**config.mk**
```make
export PLATFORM = sky130hd
export DESIGN_NAME = top_k_time_leaderboard
export DESIGN_NICKNAME = d
export VERILOG_FILES = /design/src/rtl/core/tkl_pkg.sv /design/src/rtl/core/tkl_cell.sv /design/src/rtl/core/top_k_time_leaderboard.sv
export SDC_FILE = /design/constraint.sdc
export NUM_CORES = 1
export LEC_CHECK = 0
export BUFFER_PORTS_ARGS = -buffer_cell sky130_fd_sc_hd__clkbuf_2
export CAP_MARGIN = 20
export CORE_UTILIZATION = 57
export DETAILED_ROUTE_END_ITERATION = 8
export GPL_ROUTABILITY_DRIVEN = 0
export GPL_TIMING_DRIVEN = 1
export PLACE_DENSITY = 0.83
export RECOVER_POWER = 100
export SYNTH_ARGS = -nofsm -noshare
export SYNTH_HDL_FRONTEND = slang
export SYNTH_SLANG_ARGS = --single-unit
```
**constraint.sdc**
```tcl
create_clock -name clk -period 15 [get_ports clk]
set_input_delay 3 -clock clk [delete_from_list [all_inputs] [get_ports clk]]
set_output_delay 3 -clock clk [all_outputs]
set_load 0.005 [all_outputs]
```
**src/rtl/core/tkl_pkg.sv**
```systemverilog
`timescale 1ns / 1ps
package tkl_pkg;

  localparam int ENTRIES = 10;
  localparam int PLACE_W = 4;
  localparam int KEY_W   = 16;

  localparam logic CMD_INSERT = 1'b0;
  localparam logic CMD_READ   = 1'b1;

  typedef struct packed {
    logic [9:0]  minutes;
    logic [5:0]  seconds;
    logic [7:0]  level;
    logic [15:0] tag;
  } rec_t;

  // what one cell hands to the next: its record and whether it loses to the candidate
  typedef struct packed {
    logic lt;
    rec_t rec;
  } cell_link_t;

  function automatic logic [KEY_W-1:0] time_key(rec_t r);
    return {r.minutes, r.seconds};
  endfunction

endpackage

```
**src/rtl/core/tkl_cell.sv**
```systemverilog
`timescale 1ns / 1ps
module tkl_cell (
  input  logic              clk,
  input  logic              rst_n,
  input  tkl_pkg::cell_link_t link_in,
  input  tkl_pkg::rec_t     cand,
  input  logic              shift_en,
  output tkl_pkg::cell_link_t link_out
);
  import tkl_pkg::*;

  rec_t rec_r;
  rec_t rec_nxt;
  logic key_lt;

  assign key_lt = time_key(rec_r) < time_key(cand);

  // losing cells either take the candidate (first loser) or the upper neighbour's record
  always_comb begin
    rec_nxt = rec_r;
    if (shift_en && key_lt) begin
      rec_nxt = link_in.lt ? link_in.rec : cand;
    end
  end

  always_ff @(posedge clk) begin
    if (!rst_n) begin
      rec_r <= '0;
    end else begin
      rec_r <= rec_nxt;
    end
  end

  assign link_out.lt  = key_lt;
  assign link_out.rec = rec_r;

endmodule

```
**src/rtl/core/top_k_time_leaderboard.sv**
```systemverilog
`timescale 1ns / 1ps
// Top-k leaderboard of (minutes, seconds) times, best first, held in a row of
// cells, one record per cell. Every cell compares its record with the
// candidate at once and the losers shift down one place in the same cycle, so
// a transaction is taken every cycle unless the output stalls, and its result
// appears in the output register in the cycle after acceptance. A read
// returns one slot through a multiplexer over the cells. The table clears to
// zero on reset with no clearing pass.
module top_k_time_leaderboard (
  input  logic        clk,
  input  logic        rst_n,
  input  logic        in_valid,
  output logic        in_stall,
  input  logic        in_command,
  input  logic [9:0]  in_cand_minutes,
  input  logic [5:0]  in_cand_seconds,
  input  logic [7:0]  in_cand_level,
  input  logic [15:0] in_player_tag,
  input  logic [3:0]  in_slot_index,
  output logic        out_valid,
  input  logic        out_stall,
  output logic        out_entered,
  output logic [3:0]  out_placed_at,
  output logic [9:0]  out_minutes,
  output logic [5:0]  out_seconds,
  output logic [7:0]  out_level,
  output logic [15:0] out_tag
);
  import tkl_pkg::*;

  cell_link_t chain [ENTRIES+1];
  rec_t       cand;
  logic       in_acc;
  logic       enter;
  logic [PLACE_W-1:0] pos;
  rec_t       rd_rec;
  logic       sorted;

  logic               out_valid_r, out_valid_nxt;
  logic               entered_r, entered_nxt;
  logic [PLACE_W-1:0] placed_r, placed_nxt;
  rec_t               rd_r, rd_nxt;

  assign in_stall = out_valid_r && out_stall;
  assign in_acc   = in_valid && !in_stall;

  assign cand.minutes = in_cand_minutes;
  assign cand.seconds = in_cand_seconds;
  assign cand.level   = in_cand_level;
  assign cand.tag     = in_player_tag;

  assign chain[0] = '0;
  assign enter    = in_acc && (in_command == CMD_INSERT) && chain[ENTRIES].lt;

  for (genvar g = 0; g < ENTRIES; g++) begin : g_cell
    tkl_cell u_cell (
      .clk      (clk),
      .rst_n    (rst_n),
      .link_in  (chain[g]),
      .cand     (cand),
      .shift_en (enter),
      .link_out (chain[g+1])
    );
  end

  // landing slot is the first cell whose record loses to the candidate
  always_comb begin
    pos = '0;
    for (int i = 0; i < ENTRIES; i++) begin
      if (chain[i+1].lt && !chain[i].lt) begin
        pos = pos | PLACE_W'(i);
      end
    end
  end

  always_comb begin
    rd_rec = '0;
    for (int i = 0; i < ENTRIES; i++) begin
      if (32'(in_slot_index) == i) begin
        rd_rec = chain[i+1].rec;
      end
    end
  end

  always_comb begin
    out_valid_nxt = in_acc || (out_valid_r && out_stall);
    entered_nxt   = entered_r;
    placed_nxt    = placed_r;
    rd_nxt        = rd_r;
    if (in_acc) begin
      entered_nxt = enter;
      placed_nxt  = enter ? pos : '0;
      rd_nxt      = (in_command == CMD_READ) ? rd_rec : '0;
    end
  end

  always_ff @(posedge clk) begin
    if (!rst_n) begin
      out_valid_r <= 1'b0;
    end else begin
      out_valid_r <= out_valid_nxt;
    end
  end

  always_ff @(posedge clk) begin
    entered_r <= entered_nxt;
    placed_r  <= placed_nxt;
    rd_r      <= rd_nxt;
  end

  assign out_valid     = out_valid_r;
  assign out_entered   = entered_r;
  assign out_placed_at = placed_r;
  assign out_minutes   = rd_r.minutes;
  assign out_seconds   = rd_r.seconds;
  assign out_level     = rd_r.level;
  assign out_tag       = rd_r.tag;

  always_comb begin
    sorted = 1'b1;
    for (int i = 1; i < ENTRIES; i++) begin
      if (time_key(chain[i+1].rec) > time_key(chain[i].rec)) begin
        sorted = 1'b0;
      end
    end
  end

`ifndef SYNTH
  a_accept_gives_result: assert property (@(posedge clk) disable iff (!rst_n)
    in_acc |=> out_valid)
    else $error("accepted transaction produced no result");

  a_table_sorted: assert property (@(posedge clk) disable iff (!rst_n)
    sorted)
    else $error("leaderboard lost its descending order");

  a_placed_in_range: assert property (@(posedge clk) disable iff (!rst_n)
    (out_valid && out_entered) |-> (32'(out_placed_at) < ENTRIES))
    else $error("landing slot beyond table");

  a_entered_is_insert: assert property (@(posedge clk) disable iff (!rst_n)
    (in_acc && in_command == CMD_READ) |=> !out_entered)
    else $error("read reported an entry");
`endif

endmodule
```
==> results of run 1 <==
[state kept, by name, summed over array words and instances (netlist names)]
| signal | flops |
|---|---|
| out_entered | 1 |
| out_level | 8 |
| out_tag | 16 |
| out_minutes | 10 |
| out_seconds | 6 |
| out_placed_at | 4 |
| out_valid | 1 |
| g_cell.u_cell.link_out | 400 |
[placed cells by master (no fill, tap or decap), types with 20 or more instances in the layout]
| cell | count |
|---|---|
| sky130_fd_sc_hd__clkbuf_2 | 65 |
| sky130_fd_sc_hd__mux2i_1 | 317 |
| sky130_fd_sc_hd__nand2_1 | 146 |
| sky130_fd_sc_hd__a41oi_1 | 33 |
| sky130_fd_sc_hd__clkbuf_16 | 48 |
| sky130_fd_sc_hd__inv_1 | 20 |
| sky130_fd_sc_hd__a21oi_1 | 268 |
| sky130_fd_sc_hd__buf_4 | 27 |
| sky130_fd_sc_hd__dfxtp_1 | 401 |
| sky130_fd_sc_hd__a221oi_1 | 40 |
| sky130_fd_sc_hd__a22oi_1 | 82 |
| sky130_fd_sc_hd__a211oi_1 | 274 |
| sky130_fd_sc_hd__edfxtp_1 | 45 |
| sky130_fd_sc_hd__a21boi_0 | 35 |
| sky130_fd_sc_hd__a311oi_1 | 40 |
| sky130_fd_sc_hd__nor2_1 | 257 |
| sky130_fd_sc_hd__clkbuf_1 | 57 |
| sky130_fd_sc_hd__o21ai_0 | 121 |
| sky130_fd_sc_hd__nand3_1 | 51 |
| sky130_fd_sc_hd__ha_1 | 150 |
| sky130_fd_sc_hd__a222oi_1 | 21 |
[worst max-delay path, cell delays in order]
cell                       delay, ps
sky130_fd_sc_hd__clkbuf_2         70
sky130_fd_sc_hd__and2_0          190
sky130_fd_sc_hd__nor2b_4         120
sky130_fd_sc_hd__clkbuf_1       1930
sky130_fd_sc_hd__nand2b_1        500
sky130_fd_sc_hd__or3_2           640
sky130_fd_sc_hd__clkbuf_1       1070
sky130_fd_sc_hd__a21oi_1        1500
sky130_fd_sc_hd__clkbuf_1       1590
sky130_fd_sc_hd__a211oi_1        260
[where the power goes]
part | switching [mW] | leakage, nW | internal (mW) | total, mW
registers | 0.0897 | 3.74 | 1.31 | 1.40
logic | 0.398 | 5.32 | 0.226 | 0.624
clock network | 0.495 | 0.771 | 0.692 | 1.19
total | 0.983 | 9.84 | 2.23 | 3.21
[cell type report]
| class | count | area, um2 |
|---|---|---|
| sequential | 446 | 9379 |
| inverter | 22 | 95.09 |
| clock inverter | 14 | 148.9 |
| clock buffer | 71 | 1398 |
| tap | 585 | 732.0 |
| multi-input combinational | 1972 | 14140 |
| antenna | 6 | 15.01 |
| fill | 3412 | 16420 |
| timing repair buffer | 142 | 748.2 |
[how the worst min path moves through the flow]
stage / start / end / cells after the start
final: g_cell[0].u_cell.link_out[0]$_SDFFE_PN0P_ / g_cell[0].u_cell.link_out[0]$_SDFFE_PN0P_ / 2
after global routing: g_cell[0].u_cell.link_out[0]$_SDFFE_PN0P_ / g_cell[0].u_cell.link_out[0]$_SDFFE_PN0P_ / 2
after CTS: g_cell[0].u_cell.link_out[14]$_SDFFE_PN0P_ / g_cell[1].u_cell.link_out[14]$_SDFFE_PN0P_ / 2
after detailed placement: g_cell[0].u_cell.link_out[14]$_SDFFE_PN0P_ / g_cell[1].u_cell.link_out[14]$_SDFFE_PN0P_ / 2
after global placement: g_cell[0].u_cell.link_out[14]$_SDFFE_PN0P_ / g_cell[1].u_cell.link_out[14]$_SDFFE_PN0P_ / 2
after floorplan: g_cell[0].u_cell.link_out[10]$_SDFFE_PN0P_ / g_cell[1].u_cell.link_out[10]$_SDFFE_PN0P_ / 2
[kinds of logic after synthesis]
group	Yosys count
AOI/OAI and AO/OA	981
adders and majority gates	150
buffers and inverters	312
DFF	446
muxes	321
and+or+nand+nor	520
[metal layers]
| metal | vias to the layer above | global-route usage (%) | part of all wire [%] |
|---|---|---|---|
| li1 | 10160 | - | - |
| met1 | 10820 | 44.34 | 38 |
| met2 | 1506 | 55.25 | 44 |
| met3 | 353 | 9.723 | 13 |
| met4 | 8 | 17.09 | 4.6 |
| met5 | - | 0 | 0.067 |
==> summary.md, run 1 <==
The largest total area in the synthesized netlist belongs to sky130_fd_sc_hd__dfxtp_1. The floorplan has 76 rows. Summing the areas of all compound-gate instances in the mapped netlist gives 27.97% of the synthesized area.

Among all cell types in the netlist, the one instantiated most often is sky130_fd_sc_hd__dfxtp_1. After the flow finishes, the layout carries non-filler instances totaling 3258. For the leakage power of the design, the log shows 9.837 nW. No sink is reached through more buffers than the 3 on the longest clock path. STA puts the critical path data required time at 15330 ps. Post-synthesis instance area: 24930 um2.

In the final layout, the share of cells above drive strength 1 is 7.949%. The die covers 44570 um2. Entering global routing, the biggest net connects 209 pins. The DRC violation total after the first TritonRoute iteration was 3425; the post-route fraction of the period consumed by the critical path was 70.52%. Setup slack on the critical path of the routed design comes to 4421 ps.

Once detail routing completed, the nets flagged for antenna violations numbered 0. The mean instance size in the synthesized netlist came out at 9.131 um2. VDD sags by at most 0.08349 mV.

TritonCTS created 46 clock buffers. On the final layout, the worst hold slack is 493.1 ps. Yosys mapped a number of flops with a built-in enable equal to 45. For the iteration count of the initial detailed-routing pass, the log shows 9. From bottom edge to top edge, the die measures 211.1 um. In this run the critical register-to-register path is launched from out_valid$_SDFF_PN0_. The worst register-to-register path has a depth of 9. Compared with the post-synthesis result, the final layout area differs by 6.922%.

The worst slack after detailed placement is 7143 ps. The first-pass GRT wire length is 124000 um, and the post-synthesis async set-or-reset flop share is 0%. The overall routed net length is 80260 um, and the sink count of the clock tree is 446. After clock tree synthesis, the clock-pin slew on the worst setup and hold paths is 60 ps. Buffers inserted to repair hold after CTS numbered 0.

Adder-cell share of the synthesized area: 7.529%. In the synthesized netlist, the number of instances is 2730. The commonest cells after synthesis are sky130_fd_sc_hd__dfxtp_1 (401), sky130_fd_sc_hd__mux2i_1 (317), sky130_fd_sc_hd__a21oi_1 (268). Once the clock tree was built, the resizer swapped 0 gates to a different size.

The tools report the utilization after layout as 61.87%. Final hold violation count: 0. The most used flip-flop cell after synthesis is sky130_fd_sc_hd__dfxtp_1.

Yosys attributes the largest share of cell area to sky130_fd_sc_hd__dfxtp_1 (32%), sky130_fd_sc_hd__mux2i_1 (13%), sky130_fd_sc_hd__ha_1 (7.5%), sky130_fd_sc_hd__a211oi_1 (6.4%), sky130_fd_sc_hd__edfxtp_1 (5.4%). Kind of critical path: input pin to register. Yosys printed 0 warnings. Across the routed clock network, the largest skew measured is 19.83 ps. The transition time at the pin with the least slew margin is 3658 ps.

For the number of unique standard cell types used by synthesis, the log shows 59. The xor/xnor share of the synthesized area was 0%. After layout, the minimum clock period comes to 10580 ps. The number of flip-flops and latches in the synthesized netlist was 446. For the post-layout net count, the log shows 2829. In the synthesized netlist, mux cells make up 12.91% of the area.

After clock tree synthesis, the setup repair step added 0 buffers. The logs give 13 for the number of antenna violations at the first check in global routing and 651 for the total count of max-transition violations in the final report. Count of port buffers added during placement: 95. The logs give 96 for the number of top-level pins and 0 for the global route total overflow. The final total negative setup slack is 0 ps. The final reports fail on max-capacitance violations, max-slew violations.

The detailed-route wire length per cell is 24.64 um. Setup repair after global routing left no endpoint under its margin. The overall die width is 211.1 um, and the area of all placed cells without fillers is 26650 um2. For the area of placed instances, the log shows 25560 um2.

The post-DP HPWL was 49410 um; the core outline area was 43080 um2. Via count of the first global-routing pass: 22350. Setup violations remaining at the end of the flow were counted as 0. The critical-path maximum fanout was 46. The overall power after layout came out at 3.209 mW. In this run the critical register-to-register path is captured at g_cell[2].u_cell.link_out[3]$_SDFFE_PN0P_. STA classifies the critical path endpoint as a register. Across every metal layer, demand over resource in global routing totals 35.15%. The worst pin sits at a relative slew slack of -143.8%. For flop-to-flop paths, the worst setup slack is 6600 ps. The number of maximum-capacitance violations is 17. Dominant combinational cell family by area after synthesis: compound AO/OA/AOI/OAI gates.

The initial utilization of the core area, before any placement, comes to 57.87%. The clock tree synthesis step divided the H-tree into 2 levels. Worst hold-check path type: register to register. Detailed routing inserted a total of 22850 vias. The logs give 37.63% for the share of synthesized area occupied by flip-flops and latches and 2929 for the post-synthesis net count. The tools report the highest achievable clock rate as 94.53 MHz. In the routed layout, each cell is associated on average with a via count of 7.013. The most critical setup path has its startpoint at out_stall.

Remaining routing DRC violations: 0. In this run the worst setup path terminates at g_cell[2].u_cell.link_out[3]$_SDFFE_PN0P_. The clock reaches the later pin of the worst-skew pair after 580 ps. After detailed placement, the design holds a cell count of 3164.

The share of the synthesized area in the top cell type is 32.21%. The power density of the placed cells is 120.4 nW/um2, and the signal arrival time at the worst endpoint is 10900 ps. After Yosys synthesis, and, or, nand and nor cells account for 8.945% of the synthesized area. The flow ran to the end, but the final reports show violations.

The sort of element at the start of the critical path is an input pin. The tree is rooted in a sky130_fd_sc_hd__clkbuf_16. TritonCTS built the clock tree.
Note: power is estimated with default switching activity, not from simulation.
==> inputs of run 2 (changes only) <==
==> constraint.sdc (replaced) <==
create_clock -name clk -period 9.8 [get_ports clk]
set_input_delay 1.96 -clock clk [delete_from_list [all_inputs] [get_ports clk]]
set_output_delay 1.96 -clock clk [all_outputs]
set_load 0.005 [all_outputs]
==> run 2 against run 1 <==
The run still ends with max-capacitance violations, max-slew violations left. Non-clock buffer count did not move. Clock skew grew 2.1 ps. Final cell count hardly changed. Routed wire length shrank 1.3%.
==> summary.md, run 2 (same netlist as run 1, synthesis figures left out) <==
Gates resized during post-CTS repair numbered 0. Setup repair after global routing left no endpoint under its margin. The floorplan step defined a die boundary enclosing 44570 um2. The run finished, with violations left.

The initial cell density of the core is 57.87%. Measured along the x axis, the die boundary spans 211.1 um. Summed over all cells, the static leakage comes to 9.829 nW. Leaving out fill and tap cells, the most frequent cell in the layout is sky130_fd_sc_hd__dfxtp_1.

Per-cell via count in the routed design: 7.019. Row generation in the floorplan step produced 76 rows. Static timing analysis puts the maximum clock frequency at 128.2 MHz. For the pin with the worst max-slew slack, the measured transition is 3200 ps. The share of layout cells above drive strength 1 was 8.808%; the remaining routing DRC violations was 0.

Entering global routing, the biggest net connects 209 pins. Detailed routing inserted a total of 22850 vias. The via count of the first global-routing pass is 21750. Measured on the finished design, the core utilization comes to 62.00%.

The number of maximum-capacitance violations was 12; the post-layout net count was 2829. The post-route fraction of the period consumed by the critical path came out at 79.60%. For this run, the detailed router's first-pass iteration total came to 8. Setup violations remaining at the end of the flow were counted as 0.

Final total negative setup slack: 0 ps. The final hold violation count was 0; the total CTS buffers was 46. The floorplan die height works out to 211.1 um.

VDD sags by at most 0.1376 mV. Data on the critical path is required at its endpoint by 10140 ps. Headroom to the max-slew limit came out at -115.2%.

CTS built an H-tree with a depth of 2. The total count of max-transition violations in the final report was 478. The clock passes through at most 3 buffers. In this run the clock root is driven by a sky130_fd_sc_hd__clkbuf_16.

The critical-path maximum fanout was 44; the power density of the placed cells was 182.2 nW/um2. The worst setup path is of the input pin to register kind. STA classifies the critical path endpoint as a register. The count of nets left with antenna violations once routing finished came out at 0.

The checks that failed: max-capacitance violations, max-slew violations. First-pass GRT wire length: 121700 um. For this run, the total global-route usage over all layers was measured as 34.40%. TritonCTS built the clock tree. During I/O placement, the number of pins put on the boundary was 96. On the final layout, the worst clock skew is 21.92 ps. Detailed placement finished with a half-perimeter wire length of 48400 um. Overall routed net length: 79250 um. The smallest clock period supported by the final layout is computed as 7801 ps. The post-CTS setup-driven buffer insertion count was 0. The detailed-route wire length per cell is 24.34 um.

From synthesis to final layout, the design area changed by 7.138%. In this run the worst hold path is classified as register to register. The core region is 43080 um2. The tools report the global route total overflow as 0. In this run the tool buffered the top-level ports with 95 buffer cells.

For the worst-skew pair, the clock arrives at the later sink with an insertion delay of 580 ps. Sort of element at the start of the critical path: an input pin. The number of antenna violations at the first check in global routing was 7. The top cell types in the final layout, fill and taps aside, are sky130_fd_sc_hd__dfxtp_1 (401), sky130_fd_sc_hd__mux2i_1 (317), sky130_fd_sc_hd__a21oi_1 (268). At the worst endpoint, the arrival time is 8140 ps. The register with the most flip-flops in the layout has 400 of them. After the first detailed-routing iteration, the DRC count stood at 3491. Clock-pin slew was measured on the worst setup and hold paths at 60 ps.

Counting every sink on the clock net gives 446. After clock tree synthesis, the flow added hold-fix buffers numbering 0.
==> run 2: cell count changes in the layout (fill, tap and decap cells not counted), moves of 2 or more <==
cell,change
sky130_fd_sc_hd__and2_0,-2
sky130_fd_sc_hd__diode_2,-3
sky130_fd_sc_hd__a211oi_1,-21
sky130_fd_sc_hd__buf_4,+4
sky130_fd_sc_hd__clkinv_2,-2
sky130_fd_sc_hd__clkinv_1,+2
sky130_fd_sc_hd__and2_2,+2
sky130_fd_sc_hd__a211oi_2,+21
==> run 2: worst paths after layout <==
| kind | start | endpoint | slack [ps] | cells past startpoint |
|---|---|---|---|---|
| max | in_cand_minutes[3] | g_cell[7].u_cell.link_out[24]$_SDFFE_PN0P_ | 2000 | 11 |
| min | g_cell[0].u_cell.link_out[20]$_SDFFE_PN0P_ | g_cell[1].u_cell.link_out[20]$_SDFFE_PN0P_ | 490 | 2 |
| max reg2reg | out_valid$_SDFF_PN0_ | g_cell[2].u_cell.link_out[16]$_SDFFE_PN0P_ | 3410 | 9 |
| min reg2reg | g_cell[0].u_cell.link_out[20]$_SDFFE_PN0P_ | g_cell[1].u_cell.link_out[20]$_SDFFE_PN0P_ | 490 | 2 |
==> run 2: metrics by stage <==
stage / power (mW) / cells / worst slack [ps] / hold slack (ps) / cell area, um2
after floorplan: 2.825 / 2730 / 3983 / 463.9 / 24930
after global placement: 3.061 / 3165 / 3444 / 472.6 / 25570
after detailed placement: 3.107 / 3165 / 3351 / 482.4 / 25570
after CTS: 4.846 / 3251 / 3922 / 490.6 / 27070
after global routing: 5.025 / 3254 / 1930 / 513.1 / 26700
final: 4.866 / 3256 / 1999 / 486.3 / 26710
==> run 2: final cells by class <==
cell class / instances / area [um2]
fillers: 3447 / 16370
multi-input cells: 1972 / 14230
flip-flops and latches: 446 / 9379
clock buffers: 72 / 1370
repair buffers: 142 / 755.7
well taps: 585 / 732.0
clock inverters: 14 / 136.4
inverters: 22 / 95.09
diodes: 3 / 7.507
==> run 2: power breakdown <==
part	total [mW]	internal, mW	switching (mW)	leakage [nW]
clock network	1.77	1.02	0.755	0.746
logic	0.958	0.349	0.610	5.34
registers	2.14	2.00	0.136	3.74
==> run 2: worst max-delay path: stages <==
cell	delay (ps)
sky130_fd_sc_hd__clkbuf_2	260
sky130_fd_sc_hd__inv_1	280
sky130_fd_sc_hd__ha_1	390
sky130_fd_sc_hd__a21oi_1	70
sky130_fd_sc_hd__o21ai_0	640
sky130_fd_sc_hd__a211oi_1	290
sky130_fd_sc_hd__o31ai_1	2520
sky130_fd_sc_hd__nor4_1	240
sky130_fd_sc_hd__clkbuf_1	1000
sky130_fd_sc_hd__nor2_1	380
sky130_fd_sc_hd__a211oi_1	80
==> run 2: metal layers <==
| layer | routed length, um | vias up | global-route usage (%) | share of wire [%] |
|---|---|---|---|---|
| li1 | - | 10150 | - | - |
| met1 | 30950 | 10860 | 45.28 | 39 |
| met2 | 34460 | 1498 | 52.78 | 43 |
| met3 | 10070 | 349 | 8.371 | 13 |
| met4 | 3752 | 2 | 16.47 | 4.7 |
| met5 | 13 | - | 0 | 0.016 |
